<file path="config.mk">
export PLATFORM = sky130hd
export DESIGN_NAME = uart_tx_rx_bit_engine_core_flat
export DESIGN_NICKNAME = d
export VERILOG_FILES = /design/src/hw/rtl/uartbe_pkg.sv /design/src/hw/rtl/uartbe_if.sv /design/src/hw/rtl/uart_tx_rx_bit_engine_core.sv /design/src/hw/rtl/uartbe_engine.sv /design/src/flat_wrapper.sv
export SDC_FILE = /design/constraint.sdc
export NUM_CORES = 1
export LEC_CHECK = 0
export BUFFER_PORTS_ARGS = -buffer_cell sky130_fd_sc_hd__buf_2
export CAP_MARGIN = 20
export CORE_UTILIZATION = 61
export CTS_BUF_LIST = sky130_fd_sc_hd__clkbuf_8
export CTS_CLUSTER_SIZE = 20
export DETAILED_ROUTE_END_ITERATION = 10
export PLACE_DENSITY = 0.87
export SYNTH_ARGS = -nofsm -noshare
export SYNTH_HDL_FRONTEND = slang
export SYNTH_SLANG_ARGS = --single-unit
</file>
<file path="constraint.sdc">
create_clock -name clk -period 6 [get_ports clk]
set_input_delay 0.3 -clock clk [delete_from_list [all_inputs] [get_ports clk]]
set_output_delay 0.3 -clock clk [all_outputs]
set_load 0.01 [all_outputs]
</file>
<file path="src/hw/rtl/uartbe_pkg.sv">
// Package for the UART bit engine: word types, register indexes and
// framing constants. No dependencies; imported by all but the checker.
package uartbe_pkg;

  localparam int unsigned CFG_ADDR_W = 1;

  localparam logic [CFG_ADDR_W-1:0] CFG_BIT_CYCLES  = 1'd0;
  localparam logic [CFG_ADDR_W-1:0] CFG_INVERT_LINE = 1'd1;

  localparam logic [15:0] BIT_CYCLES_RESET = 16'd694;

  // Two stop bits sit above the eight data bits in the transmit shifter.
  localparam logic [9:0] TX_STOP_MASK  = 10'h300;
  localparam logic [3:0] TX_LAST_PHASE = 4'd11;
  localparam logic [3:0] RX_LAST_PHASE = 4'd9;

  typedef struct packed {
    logic [15:0] bit_cycles;
    logic        invert_line;
  } cfg_t;

  typedef struct packed {
    logic       rx_line;
    logic       tx_load;
    logic [7:0] tx_byte;
  } tick_t;

  typedef struct packed {
    logic       tx_line;
    logic       tx_busy;
    logic       rx_valid;
    logic [7:0] rx_byte;
  } result_t;

endpackage

</file>
<file path="src/hw/rtl/uartbe_if.sv">
// Handshake channel interfaces for the UART bit engine: tick input, result
// output and configuration write. Depends on uartbe_pkg.
interface uartbe_tick_if;
  logic       valid;
  logic       ready;
  logic       rx_line;
  logic       tx_load;
  logic [7:0] tx_byte;

  modport source (output valid, output rx_line, output tx_load, output tx_byte,
                  input ready);
  modport sink (input valid, input rx_line, input tx_load, input tx_byte,
                output ready);
endinterface

interface uartbe_result_if;
  logic       valid;
  logic       ready;
  logic       tx_line;
  logic       tx_busy;
  logic       rx_valid;
  logic [7:0] rx_byte;

  modport source (output valid, output tx_line, output tx_busy, output rx_valid,
                  output rx_byte, input ready);
  modport sink (input valid, input tx_line, input tx_busy, input rx_valid,
                input rx_byte, output ready);
endinterface

interface uartbe_cfg_if;
  import uartbe_pkg::*;
  logic                  valid;
  logic                  ready;
  logic [CFG_ADDR_W-1:0] addr;
  logic [15:0]           data;

  modport source (output valid, output addr, output data, input ready);
  modport sink (input valid, input addr, input data, output ready);
endinterface

</file>
<file path="src/hw/rtl/uart_tx_rx_bit_engine_core.sv">
// Top level of the UART 8N2 bit engine: channel handshakes, configuration
// registers, input stage and result register around uartbe_engine.
// Depends on uartbe_pkg, uartbe_if.sv and uartbe_engine.
// A tick word goes from the input stage through the engine to the result register.
// Throughput: one tick word per cycle (one engine state update) unless stalled.
// Synchronous reset resets the valid flags, engine state and config registers.
module uart_tx_rx_bit_engine_core (
  input  logic                   clk,
  input  logic                   rst,
  uartbe_tick_if.sink            tick_in,
  uartbe_result_if.source        result_out,
  uartbe_cfg_if.sink             cfg
);
  import uartbe_pkg::*;

  cfg_t    cfg_reg;
  logic    stage_valid;
  tick_t   stage_word;
  logic    out_valid;
  result_t out_word;
  result_t engine_result;
  logic    advance;

  assign advance       = stage_valid && (!out_valid || result_out.ready);
  assign tick_in.ready = !stage_valid || advance;
  assign cfg.ready     = 1'b1;

  always_ff @(posedge clk) begin
    if (rst) begin
      cfg_reg.bit_cycles  <= BIT_CYCLES_RESET;
      cfg_reg.invert_line <= 1'b0;
    end else if (cfg.valid) begin
      case (cfg.addr)
        CFG_BIT_CYCLES:  cfg_reg.bit_cycles  <= cfg.data;
        CFG_INVERT_LINE: cfg_reg.invert_line <= cfg.data[0];
        default: ;
      endcase
    end
  end

  always_ff @(posedge clk) begin
    if (rst) begin
      stage_valid <= 1'b0;
    end else if (tick_in.ready) begin
      stage_valid <= tick_in.valid;
    end
    if (tick_in.valid && tick_in.ready) begin
      stage_word.rx_line <= tick_in.rx_line;
      stage_word.tx_load <= tick_in.tx_load;
      stage_word.tx_byte <= tick_in.tx_byte;
    end
  end

  uartbe_engine u_engine (
    .clk    (clk),
    .rst    (rst),
    .step   (advance),
    .cfg    (cfg_reg),
    .tick   (stage_word),
    .result (engine_result)
  );

  always_ff @(posedge clk) begin
    if (rst) begin
      out_valid <= 1'b0;
    end else if (advance) begin
      out_valid <= 1'b1;
    end else if (result_out.ready) begin
      out_valid <= 1'b0;
    end
    if (advance) begin
      out_word <= engine_result;
    end
  end

  assign result_out.valid    = out_valid;
  assign result_out.tx_line  = out_word.tx_line;
  assign result_out.tx_busy  = out_word.tx_busy;
  assign result_out.rx_valid = out_word.rx_valid;
  assign result_out.rx_byte  = out_word.rx_byte;

endmodule

</file>
<file path="src/hw/rtl/uartbe_engine.sv">
// Transmit and receive bit state of the UART engine. Holds the timers,
// phases and shifters and computes one tick's result. Depends on uartbe_pkg.
module uartbe_engine (
  input  logic                clk,
  input  logic                rst,
  input  logic                step,
  input  uartbe_pkg::cfg_t    cfg,
  input  uartbe_pkg::tick_t   tick,
  output uartbe_pkg::result_t result
);
  import uartbe_pkg::*;

  logic        tx_pending, tx_pending_next;
  logic [3:0]  tx_phase, tx_phase_next;
  logic [9:0]  tx_shift, tx_shift_next;
  logic [15:0] tx_timer, tx_timer_next;
  logic        tx_level, tx_level_next;
  logic [3:0]  rx_phase, rx_phase_next;
  logic [7:0]  rx_shift, rx_shift_next;
  logic [16:0] rx_timer, rx_timer_next;

  logic [3:0]  tx_phase_inc;
  logic        rx_bit;
  logic [2:0]  rx_bit_idx;
  logic        rx_done;

  assign tx_phase_inc = tx_phase + 4'd1;
  assign rx_bit       = tick.rx_line ^ cfg.invert_line;
  assign rx_bit_idx   = 3'(rx_phase - 4'd2);

  always_comb begin
    tx_pending_next = tx_pending;
    tx_phase_next   = tx_phase;
    tx_shift_next   = tx_shift;
    tx_timer_next   = tx_timer;
    tx_level_next   = tx_level;

    if (tx_phase == 4'd0) begin
      if (tx_pending) begin
        // Start bit: the level is low before inversion.
        tx_shift_next = tx_shift | TX_STOP_MASK;
        tx_timer_next = cfg.bit_cycles;
        tx_level_next = cfg.invert_line;
        tx_phase_next = 4'd1;
      end
    end else if (tx_timer <= 16'd1) begin
      if (tx_phase_inc > TX_LAST_PHASE) begin
        tx_pending_next = 1'b0;
        tx_phase_next   = 4'd0;
        tx_timer_next   = 16'd0;
      end else begin
        tx_phase_next = tx_phase_inc;
        tx_level_next = tx_shift[0] ^ cfg.invert_line;
        tx_shift_next = tx_shift >> 1;
        tx_timer_next = cfg.bit_cycles;
      end
    end else begin
      tx_timer_next = tx_timer - 16'd1;
    end

    // A new byte is taken only once the previous one has fully gone out.
    if (!tx_pending_next && tick.tx_load) begin
      tx_pending_next = 1'b1;
      tx_shift_next   = {2'b00, tick.tx_byte};
    end
  end

  always_comb begin
    rx_phase_next = rx_phase;
    rx_shift_next = rx_shift;
    rx_timer_next = rx_timer;
    rx_done       = 1'b0;

    if (rx_phase == 4'd0) begin
      if (rx_bit) begin
        rx_phase_next = 4'd1;
      end
    end else if (rx_phase == 4'd1) begin
      if (!rx_bit) begin
        // Land in the middle of the first data bit, one and a half bits out.
        rx_shift_next = 8'd0;
        rx_phase_next = 4'd2;
        rx_timer_next = {1'b0, cfg.bit_cycles} + {2'b00, cfg.bit_cycles[15:1]};
      end
    end else if (rx_timer <= 17'd1) begin
      if (rx_phase > RX_LAST_PHASE) begin
        rx_phase_next = 4'd1;
        rx_timer_next = 17'd0;
        rx_done       = 1'b1;
      end else begin
        rx_shift_next[rx_bit_idx] = rx_shift[rx_bit_idx] | rx_bit;
        rx_timer_next = {1'b0, cfg.bit_cycles};
        rx_phase_next = rx_phase + 4'd1;
      end
    end else begin
      rx_timer_next = rx_timer - 17'd1;
    end
  end

  always_comb begin
    result.tx_line  = tx_level_next;
    result.tx_busy  = tx_pending_next;
    result.rx_valid = rx_done;
    result.rx_byte  = rx_done ? rx_shift_next : 8'd0;
  end

  always_ff @(posedge clk) begin
    if (rst) begin
      tx_pending <= 1'b0;
      tx_phase   <= 4'd0;
      tx_shift   <= 10'd0;
      tx_timer   <= 16'd0;
      tx_level   <= 1'b1;
      rx_phase   <= 4'd0;
      rx_shift   <= 8'd0;
      rx_timer   <= 17'd0;
    end else if (step) begin
      tx_pending <= tx_pending_next;
      tx_phase   <= tx_phase_next;
      tx_shift   <= tx_shift_next;
      tx_timer   <= tx_timer_next;
      tx_level   <= tx_level_next;
      rx_phase   <= rx_phase_next;
      rx_shift   <= rx_shift_next;
      rx_timer   <= rx_timer_next;
    end
  end

endmodule

</file>
<file path="src/flat_wrapper.sv">
// flat-port wrapper written by rule: the top's interface ports become plain ports
module uart_tx_rx_bit_engine_core_flat import uartbe_pkg::*;
  (clk, rst, tick_in_valid, tick_in_rx_line, tick_in_tx_load, tick_in_tx_byte, tick_in_ready, result_out_valid, result_out_tx_line, result_out_tx_busy, result_out_rx_valid, result_out_rx_byte, result_out_ready, cfg_valid, cfg_addr, cfg_data, cfg_ready);
  uartbe_tick_if tick_in_i ();
  uartbe_result_if result_out_i ();
  uartbe_cfg_if cfg_i ();
  input  logic clk;
  input  logic rst;
  input wire logic [$bits(tick_in_i.valid)-1:0] tick_in_valid;
  input wire logic [$bits(tick_in_i.rx_line)-1:0] tick_in_rx_line;
  input wire logic [$bits(tick_in_i.tx_load)-1:0] tick_in_tx_load;
  input wire logic [$bits(tick_in_i.tx_byte)-1:0] tick_in_tx_byte;
  output wire logic [$bits(tick_in_i.ready)-1:0] tick_in_ready;
  output wire logic [$bits(result_out_i.valid)-1:0] result_out_valid;
  output wire logic [$bits(result_out_i.tx_line)-1:0] result_out_tx_line;
  output wire logic [$bits(result_out_i.tx_busy)-1:0] result_out_tx_busy;
  output wire logic [$bits(result_out_i.rx_valid)-1:0] result_out_rx_valid;
  output wire logic [$bits(result_out_i.rx_byte)-1:0] result_out_rx_byte;
  input wire logic [$bits(result_out_i.ready)-1:0] result_out_ready;
  input wire logic [$bits(cfg_i.valid)-1:0] cfg_valid;
  input wire logic [$bits(cfg_i.addr)-1:0] cfg_addr;
  input wire logic [$bits(cfg_i.data)-1:0] cfg_data;
  output wire logic [$bits(cfg_i.ready)-1:0] cfg_ready;
  assign tick_in_i.valid = tick_in_valid;
  assign tick_in_i.rx_line = tick_in_rx_line;
  assign tick_in_i.tx_load = tick_in_tx_load;
  assign tick_in_i.tx_byte = tick_in_tx_byte;
  assign tick_in_ready = tick_in_i.ready;
  assign result_out_valid = result_out_i.valid;
  assign result_out_tx_line = result_out_i.tx_line;
  assign result_out_tx_busy = result_out_i.tx_busy;
  assign result_out_rx_valid = result_out_i.rx_valid;
  assign result_out_rx_byte = result_out_i.rx_byte;
  assign result_out_i.ready = result_out_ready;
  assign cfg_i.valid = cfg_valid;
  assign cfg_i.addr = cfg_addr;
  assign cfg_i.data = cfg_data;
  assign cfg_ready = cfg_i.ready;
  uart_tx_rx_bit_engine_core u_core (.clk(clk), .rst(rst), .tick_in(tick_in_i), .result_out(result_out_i), .cfg(cfg_i));
endmodule
</file>
* Yosys cells after proc, flatten, opt, wreduce, memory -nomap -nowiden
Cells that the tools add are included.
** Storage, ports and cells
- Bits in registers :: 101
- Input bits :: 32
- Output and inout port bits :: 14
- Logic and storage cells :: 117
** Operators by class
- $add $sub $neg :: 6
- $lt $le $gt $ge :: 6
- Equality and inequality tests :: 9
- Multiplexer cells :: 47
- Bitwise logic cells :: 5
- Reductions and logical operators :: 24
** Operators by type and width (count)
- $mux W16 :: 5
- $mux W17 :: 3
- $mux W10 :: 5
- $mux W4 :: 10
- $mux W8 :: 5
- $add A16 B15 Y17 :: 1
- $le A17 B1 Y1 const B :: 1
- $sub A17 B1 Y17 const B :: 1
- $le A16 B1 Y1 const B :: 1
- $mux W1 :: 16
- $sub A16 B1 Y16 const B :: 1
- $reduce_and A4 Y1 :: 3
- $add A4 B1 Y4 const B :: 2
- $bwmux W8 :: 1
- $gt A4 B4 Y1 const B :: 2
- $logic_not A4 Y1 :: 2
- $ne A2 B2 Y1 const B :: 3
- $ne A3 B2 Y1 const B :: 2
- $reduce_and A2 Y1 :: 3
- $reduce_and A3 Y1 :: 2
- $reduce_bool A2 Y1 :: 3
- $reduce_bool A3 Y1 :: 2
- $eq A4 B1 Y1 const B :: 1
- $logic_and A1 B1 Y1 :: 4
- 12 further kinds :: 18

* Longest topological paths before layout
Gate-level depths: netlist of run 1.
- Depth after elaboration :: 10
- Depth in mapped cells :: 10

* Hierarchy
From an unflattened synthesis of run 1, not the netlist that was laid out.
** Second synthesis, totals
- Cells, all modules :: 760
- Area total of the unflattened synthesis :: 6466.2 um^2
** By module, submodules not included
- uartbe_engine :: instances 1, cells each 651, area each 4914.7 um^2, seq. area each 1221.2 um^2
- uart_tx_rx_bit_engine_core :: instances 1, cells each 109, area each 1551.5 um^2, seq. area each 1011.0 um^2

* Least setup slack after synthesis of run 1
OpenSTA, ideal clock, no wires.
- Path type :: reg2reg
- Start point :: register u_core.cfg_reg[2] (netlist name)
- End point :: register u_core.u_engine.rx_timer[12]
- Data arrival time :: 2.306 ns
- Data required time :: 5.897 ns
- Slack :: 3.591 ns
- Stages on the path, launching flop included :: 9
- Buffers on the path :: 0
- Path through :: dfxtp_1 ha_1 fa_1 a211oi_1 nor2_1 o21ai_0 o21ai_0 xnor2_1 a2111oi_2
** Between the ends
- Cells in the longest elaborated chain, start to end :: 3
** Ends and longest elaborated chain
- start: declaration :: RTL line uart_tx_rx_bit_engine_core.sv:16 : cfg_t cfg_reg;
- $add A16 B15 Y17 :: RTL line uartbe_engine.sv:83 : rx_timer_next = {1'b0, cfg.bit_cycles} + {2'b00, cfg.bit_cycles[15:1]};
- $mux W17 :: RTL line uartbe_engine.sv:79 : if (!rx_bit) begin
- $mux W17 :: RTL line uartbe_engine.sv:78 : end else if (rx_phase == 4'd1) begin
- end signal: assignment :: RTL line uartbe_engine.sv:125 : rx_timer <= rx_timer_next;
- end: declaration :: RTL line uartbe_engine.sv:20 : logic [16:0] rx_timer, rx_timer_next;
Every way passes these cells. The select of a mux whose other input is x is not followed.
A chain may end at the register's enable or synchronous reset.

* Worst setup path in the final report of run 1
- Start point :: register u_core.out_valid (netlist: u_core.result_out.valid)
- End point :: register u_core.u_engine.rx_shift[2]
** Between the ends
- Cells in the longest elaborated chain, start to end :: 3
** Ends and longest elaborated chain
- start: declaration :: RTL line uart_tx_rx_bit_engine_core.sv:19 : logic out_valid;
- start signal: assignment :: RTL line uart_tx_rx_bit_engine_core.sv:65 : out_valid <= 1'b0;
- start signal: assignment :: RTL line uart_tx_rx_bit_engine_core.sv:67 : out_valid <= 1'b1;
- start signal: assignment :: RTL line uart_tx_rx_bit_engine_core.sv:69 : out_valid <= 1'b0;
- $logic_not A1 Y1 :: RTL line uart_tx_rx_bit_engine_core.sv:24 : assign advance = stage_valid && (!out_valid || result_out.ready);
- $logic_or A1 B1 Y1 :: RTL line uart_tx_rx_bit_engine_core.sv:24
- $logic_and A1 B1 Y1 :: RTL line uart_tx_rx_bit_engine_core.sv:24
- end signal: assignment :: RTL line uartbe_engine.sv:124 : rx_shift <= rx_shift_next;
- end: declaration :: RTL line uartbe_engine.sv:19 : logic [7:0] rx_shift, rx_shift_next;
Every way passes these cells.

==> flow_metrics.env, run 1 <==
export IMPL_ctsResizeCount=0
export IMPL_worstSetupPathType="register to register"
export IMPL_initial_core_util_pct=63.60
export IMPL_whs_endpoint="u_core.stage_word[4]"
export IMPL_coreArea_um2=9910
export IMPL_synth_nets=811
export IMPL_ys_seq_area_share_pct=35.42
export IMPL_io_buffers=44
export IMPL_clk_pin_slew_ns=0.11
export IMPL_status="finished clean"
export IMPL_cts_root_buf="clkbuf_8"
export IMPL_io_pins=46
export IMPL_antenna_cells=0
export IMPL_fin_area_um2=6708
export IMPL_dr_pass1_iters=5
export IMPL_syn_cell_area_um2=6302
export IMPL_avgSynthCellArea_um2=8.437
export IMPL_fin_cells=903
export IMPL_grt_pass1_vias=5706
export IMPL_synth_most_common_cell="nand2_1"
export IMPL_gp_congestion=0.9368
export IMPL_p_per_area_nw_per_um2=224.7
export IMPL_clock_skew_ns=0.01465
export IMPL_worstPathArrival_ns=3.57
export IMPL_htree_levels=3
export IMPL_slowest_delay_ns=0.76
export IMPL_drive_above_1_share_pct=11.56
export IMPL_placed_area_um2=6525
export IMPL_ys_warn_count=0
export IMPL_grt_pass1_wl_mm=26.33
export IMPL_critPathLaunchType="register"
export IMPL_ant_nets=0
export IMPL_yosys_most_used_dff="dfxtp_1"
export IMPL_yosys_top_cells_count="nand2_1, dfxtp_1, nor2_1"
export IMPL_cts_sinks=101
export IMPL_synthArstFlopShare_pct=0
export IMPL_cp_end_kind="register"
export IMPL_hold_depth=1
export IMPL_yosysTopAreaCell="dfxtp_1"
export IMPL_rows=36
export IMPL_crit_required_ns=6.32
export IMPL_min_from="tick_in_tx_byte[4]"
export IMPL_syn_to_final_growth_pct=6.432
export IMPL_slew_headroom_pct=32.74
export IMPL_ctsHoldBuffers=0
export IMPL_p_leak_nw=2.601
export IMPL_routed_wl_mm=15.90
export IMPL_die_w_um=103.6
export IMPL_finalSetupTns_ns=0
export IMPL_synthDistinctLibCells=79
export IMPL_r2r_cells=6
export IMPL_layout_setup_ws_ns=2.753
export IMPL_setup_viol=0
export IMPL_cts_buffers=9
export IMPL_timing_fmax_mhz=307.9
export IMPL_gr_total_overflow=0
export IMPL_drtIter0Drc=414
export IMPL_fin_crit_sh_pct=54.12
export IMPL_power_mw=1.507
export IMPL_r2r_end="u_core.u_engine.rx_shift[2]"
export IMPL_rsz0062_at_grt="false"
export IMPL_die_height_um=103.6
export IMPL_antenna_found_initial=0
export IMPL_grt_usage_pct=29.88
export IMPL_post_place_ws_ns=2.608
export IMPL_dp_hpwl_mm=11.03
export IMPL_final_util_pct=67.69
export IMPL_crit_chain="nor2b_1 > nand2b_1 > clkinv_1 > o21a_1 > a21oi_1 > a32o_1"
export IMPL_cts_tree="yes"
export IMPL_wl_per_cell_um=17.61
export IMPL_fp_dieArea_um2=10740
export IMPL_nNetsFinal=829
export IMPL_synth_top_cell_area_share_pct=25.41
export IMPL_hold_slack_ns=0.08558
export IMPL_reg2reg_slack_ns=2.75
export IMPL_slew_violations=0
export IMPL_hold_viol_final=0
export IMPL_crit_slowest_cell="clkinv_1"
export IMPL_clk_latency_ns=0.38
export IMPL_ir_drop_mv=0.1866
export IMPL_path_max_fanout=27
export IMPL_synth_area_leaders="dfxtp_1, edfxtp_1, ha_1"
export IMPL_via_per_inst=6.566
export IMPL_synth_edf_count=21
export IMPL_vias=5929
export IMPL_dp_cells=886
export IMPL_clock_path_buffers=2
export IMPL_yosys_register_bits=101
export IMPL_grt_max_degree=60
export IMPL_worst_pin_slew_ns=1.007
export IMPL_fin_crit_ns=3.247
export IMPL_drc=0
export IMPL_path_delay_family="compound AO/OA/AOI/OAI gates"
export IMPL_crit_buf_inv=1
export IMPL_timing_rr_start="u_core.result_out.valid"
export IMPL_postCtsSetupBuffers=0
export IMPL_hold_path_class="input port to register"
export IMPL_max_cap_violations=0
export IMPL_synth_cells=747
## worst max-delay path by stage
| stage | startpoint | end | cells past startpoint |
|---|---|---|---|
| 2_1_floorplan | u_core.cfg_reg[2] | u_core.u_engine.rx_timer[12] | 8 |
| 3_3_place_gp | result_out_ready | u_core.u_engine.tx_phase[3] | 8 |
| 3_5_place_dp | result_out_ready | u_core.u_engine.tx_phase[3] | 8 |
| 4_1_cts | u_core.result_out.valid | u_core.u_engine.tx_phase[3] | 7 |
| 5_1_grt | u_core.result_out.valid | u_core.u_engine.rx_shift[2] | 6 |
| 6_report | u_core.result_out.valid | u_core.u_engine.rx_shift[2] | 6 |
## kinds of logic after synthesis
family | Yosys count | share of synthesized area (%)
flops | 101 | 35.42
simple gates | 281 | 22.59
mux | 15 | 2.859
fa+ha+maj | 32 | 6.472
other cells | 1 | 0.05950
compound gates | 224 | 24.14
buf+inv | 65 | 4.566
xor+xnor | 28 | 3.891
## power breakdown
| part | switching [mW] | leakage, nW | internal (mW) |
|---|---|---|---|
| Sequential | 0.0307 | 0.852 | 0.718 |
| Combinational | 0.219 | 1.66 | 0.133 |
| Clock | 0.254 | 0.0850 | 0.153 |
## cells in the final DEF (no fill, tap or decap), types with 11 or more instances in the layout
master and n:
a211oi_1 17, a21oi_1 61, and2_1 18, and3_1 14, buf_2 44, dfxtp_1 80, edfxtp_1 21, ha_1 31
inv_1 21, nand2_1 90, nand3_1 22, nand4_1 11, nor2_1 63, nor3_1 14, o211ai_1 11, o21ai_0 39
xnor2_1 15, xor2_1 13
## metal layers
layer	global-route usage (%)	vias to the layer above	wire [um]
met5	0	-	0
met4	15.22	0	603
met3	4.846	62	1211
met2	51.44	269	7564
met1	35.95	2797	6520
li1	-	2801	-
## area by class of cell
type                    instances  area (um2)
fillers                       837        3202
clock buffers                   9       123.9
inverters                      21       78.83
well taps                     133       166.4
repair buffers                 51       272.8
flip-flops and latches        101        2232
multi-input cells             581        3782
clock inverters                 7       51.30
Note: power is estimated with default switching activity, not from simulation.
==> run 2: changes to the inputs <==
--- a/config.mk
+++ b/config.mk
@@ -7,11 +7,11 @@
 export LEC_CHECK = 0
 export BUFFER_PORTS_ARGS = -buffer_cell sky130_fd_sc_hd__buf_2
 export CAP_MARGIN = 20
-export CORE_UTILIZATION = 61
+export CORE_UTILIZATION = 57
 export CTS_BUF_LIST = sky130_fd_sc_hd__clkbuf_8
 export CTS_CLUSTER_SIZE = 20
 export DETAILED_ROUTE_END_ITERATION = 10
-export PLACE_DENSITY = 0.87
+export PLACE_DENSITY = 0.85
 export SYNTH_ARGS = -nofsm -noshare
 export SYNTH_HDL_FRONTEND = slang
 export SYNTH_SLANG_ARGS = --single-unit
==> constraint.sdc (replaced) <==
create_clock -name clk -period 2.96 [get_ports clk]
set_input_delay 0.148 -clock clk [delete_from_list [all_inputs] [get_ports clk]]
set_output_delay 0.148 -clock clk [all_outputs]
set_load 0.01 [all_outputs]
==> flow_metrics.env, run 2 (synthesized netlist as in run 1, its figures left out) <==
export IMPL_status="finished clean"
export IMPL_max_cap_violations=0
export IMPL_wl_met2_mm=8.262
export IMPL_ir_drop_mv=0.2991
export IMPL_io_pins=46
export IMPL_worstPathArrival_ns=3.07
export IMPL_crit_start="u_core.cfg_reg[2]"
export IMPL_placed_area_um2=6669
export IMPL_gr_total_overflow=0
export IMPL_slew_violations=0
export IMPL_io_buffers=44
export IMPL_fp_dieArea_um2=11480
export IMPL_clk_pin_slew_ns=0.11
export IMPL_cts_sinks=101
export IMPL_clk_latency_ns=0.39
export IMPL_antenna_found_initial=0
export IMPL_fin_crit_sh_pct=93.52
export IMPL_met3_length_mm=1.226
export IMPL_layout_setup_ws_ns=0.1918
export IMPL_grt_pass1_vias=5672
export IMPL_initial_core_util_pct=58.39
export IMPL_die_height_um=107.2
export IMPL_fin_area_um2=7111
export IMPL_antenna_cells=0
export IMPL_crit_required_ns=3.26
export IMPL_r2r_cells=8
export IMPL_path_delay_family="compound AO/OA/AOI/OAI gates"
export IMPL_crit_slowest_cell="fa_1"
export IMPL_maxUsedRoutingLayer="met4"
export IMPL_routed_wl_mm=16.81
export IMPL_drc=0
export IMPL_final_util_pct=65.88
export IMPL_slowest_delay_ns=0.45
export IMPL_power_mw=3.301
export IMPL_critPathLaunchType="register"
export IMPL_cts_root_buf="clkbuf_8"
export IMPL_final_cell_mix="nand2_1, dfxtp_1, nor2_1"
export IMPL_coreArea_um2=10790
export IMPL_gp_congestion=0.9205
export IMPL_hold_slack_ns=0.01459
export IMPL_cts_tree="yes"
export IMPL_hold_path_class="input port to register"
export IMPL_ant_nets=0
export IMPL_nNetsFinal=868
export IMPL_rows=38
export IMPL_die_w_um=107.2
export IMPL_final_common_cell="nand2_1"
export IMPL_setup_viol=0
export IMPL_path_depth=8
export IMPL_clock_path_buffers=2
export IMPL_clock_skew_ns=0.01931
export IMPL_p_leak_nw=2.810
export IMPL_via_per_inst=6.387
export IMPL_dp_hpwl_mm=11.46
export IMPL_drtIter0Drc=489
export IMPL_fin_cells=949
export IMPL_worstSetupPathType="register to register"
export IMPL_grt_usage_pct=30.16
export IMPL_path_max_fanout=6
export IMPL_grt_max_degree=58
export IMPL_dp_cells=911
export IMPL_hold_viol_final=0
export IMPL_crit_chain="ha_1 > fa_1 > a211oi_1 > nor2_1 > o21ai_0 > o21ai_0 > xnor2_1 > a2111oi_2"
export IMPL_fin_crit_ns=2.768
export IMPL_cts_buffers=9
export IMPL_vias=6061
export IMPL_timing_fmax_mhz=361.3
export IMPL_grt_pass1_wl_mm=27.22
export IMPL_worst_pin_slew_ns=0.7216
export IMPL_ctsResizeCount=0
export IMPL_dr_pass1_iters=5
export IMPL_syn_to_final_growth_pct=12.83
export IMPL_min_from="cfg_data[10]"
export IMPL_rsz0062_at_grt="false"
export IMPL_wl_per_cell_um=17.71
export IMPL_htree_levels=3
export IMPL_cp_end_kind="register"
export IMPL_wl_met1_mm=6.757
export IMPL_crit_buf_inv=0
export IMPL_timing_rr_start="u_core.cfg_reg[2]"
export IMPL_hold_depth=3
export IMPL_p_per_area_nw_per_um2=464.2
export IMPL_post_place_ws_ns=0.2553
export IMPL_drive_above_1_share_pct=13.23
export IMPL_finalSetupTns_ns=0
export IMPL_crit_top_cell="o21ai_0"
export IMPL_slew_headroom_pct=51.53
run 2: cell types whose count changed in the layout (fill, tap and decap cells not counted):
cell | previous run | this run
clkinvlp_4 | 3 | 0
clkbuf_8 | 9 | 10
buf_4 | 7 | 25
inv_4 | 0 | 1
inv_6 | 1 | 0
bufinv_16 | 0 | 2
dlygate4sd3_1 | 0 | 21
run 2: worst paths after layout:
kind	slack [ns]	endpoint
hold reg to reg	0.48	u_core.u_engine.rx_timer[16]
setup reg to reg	0.19	u_core.u_engine.rx_timer[12]
hold / removal	0.01	u_core.cfg_reg[11]
setup / recovery	0.19	u_core.u_engine.rx_timer[12]
run 2: what timing repair did:
item / CTS / global route
hold buffers: 20 / 1
buffers inserted: 0 / 0
endpoints found under the hold margin: 20 / 1
run 2: final cells by class:
cell class | count | area, um2
Clock buffer | 10 | 137.6
Clock inverter | 6 | 86.33
Fill cell | 848 | 3682
Inverter | 21 | 78.83
Multi-Input combinational cell | 581 | 3782
Sequential cell | 101 | 2232
Tap cell | 140 | 175.2
Timing Repair Buffer | 90 | 618.1
run 2: worst register-to-register path, stage by stage, from the launching register on:
cell	delay [ns]
dfxtp_1	0.39
ha_1	0.27
fa_1	0.45
a211oi_1	0.31
nor2_1	0.12
o21ai_0	0.45
o21ai_0	0.20
xnor2_1	0.17
a2111oi_2	0.34
run 2: report_power, final:
| group | leakage (nW) | internal, mW | switching (mW) |
|---|---|---|---|
| Combinational | 1.84 | 0.317 | 0.462 |
| Sequential | 0.852 | 1.45 | 0.0584 |
| Clock | 0.120 | 0.502 | 0.507 |
| Total | 2.81 | 2.27 | 1.03 |
run 2: metal layers:
layer	vias to the layer above	global-route usage, %
li1	2888	-
met1	2825	37.42
met2	285	50.14
met3	63	5.957
met4	0	14.38
met5	-	0
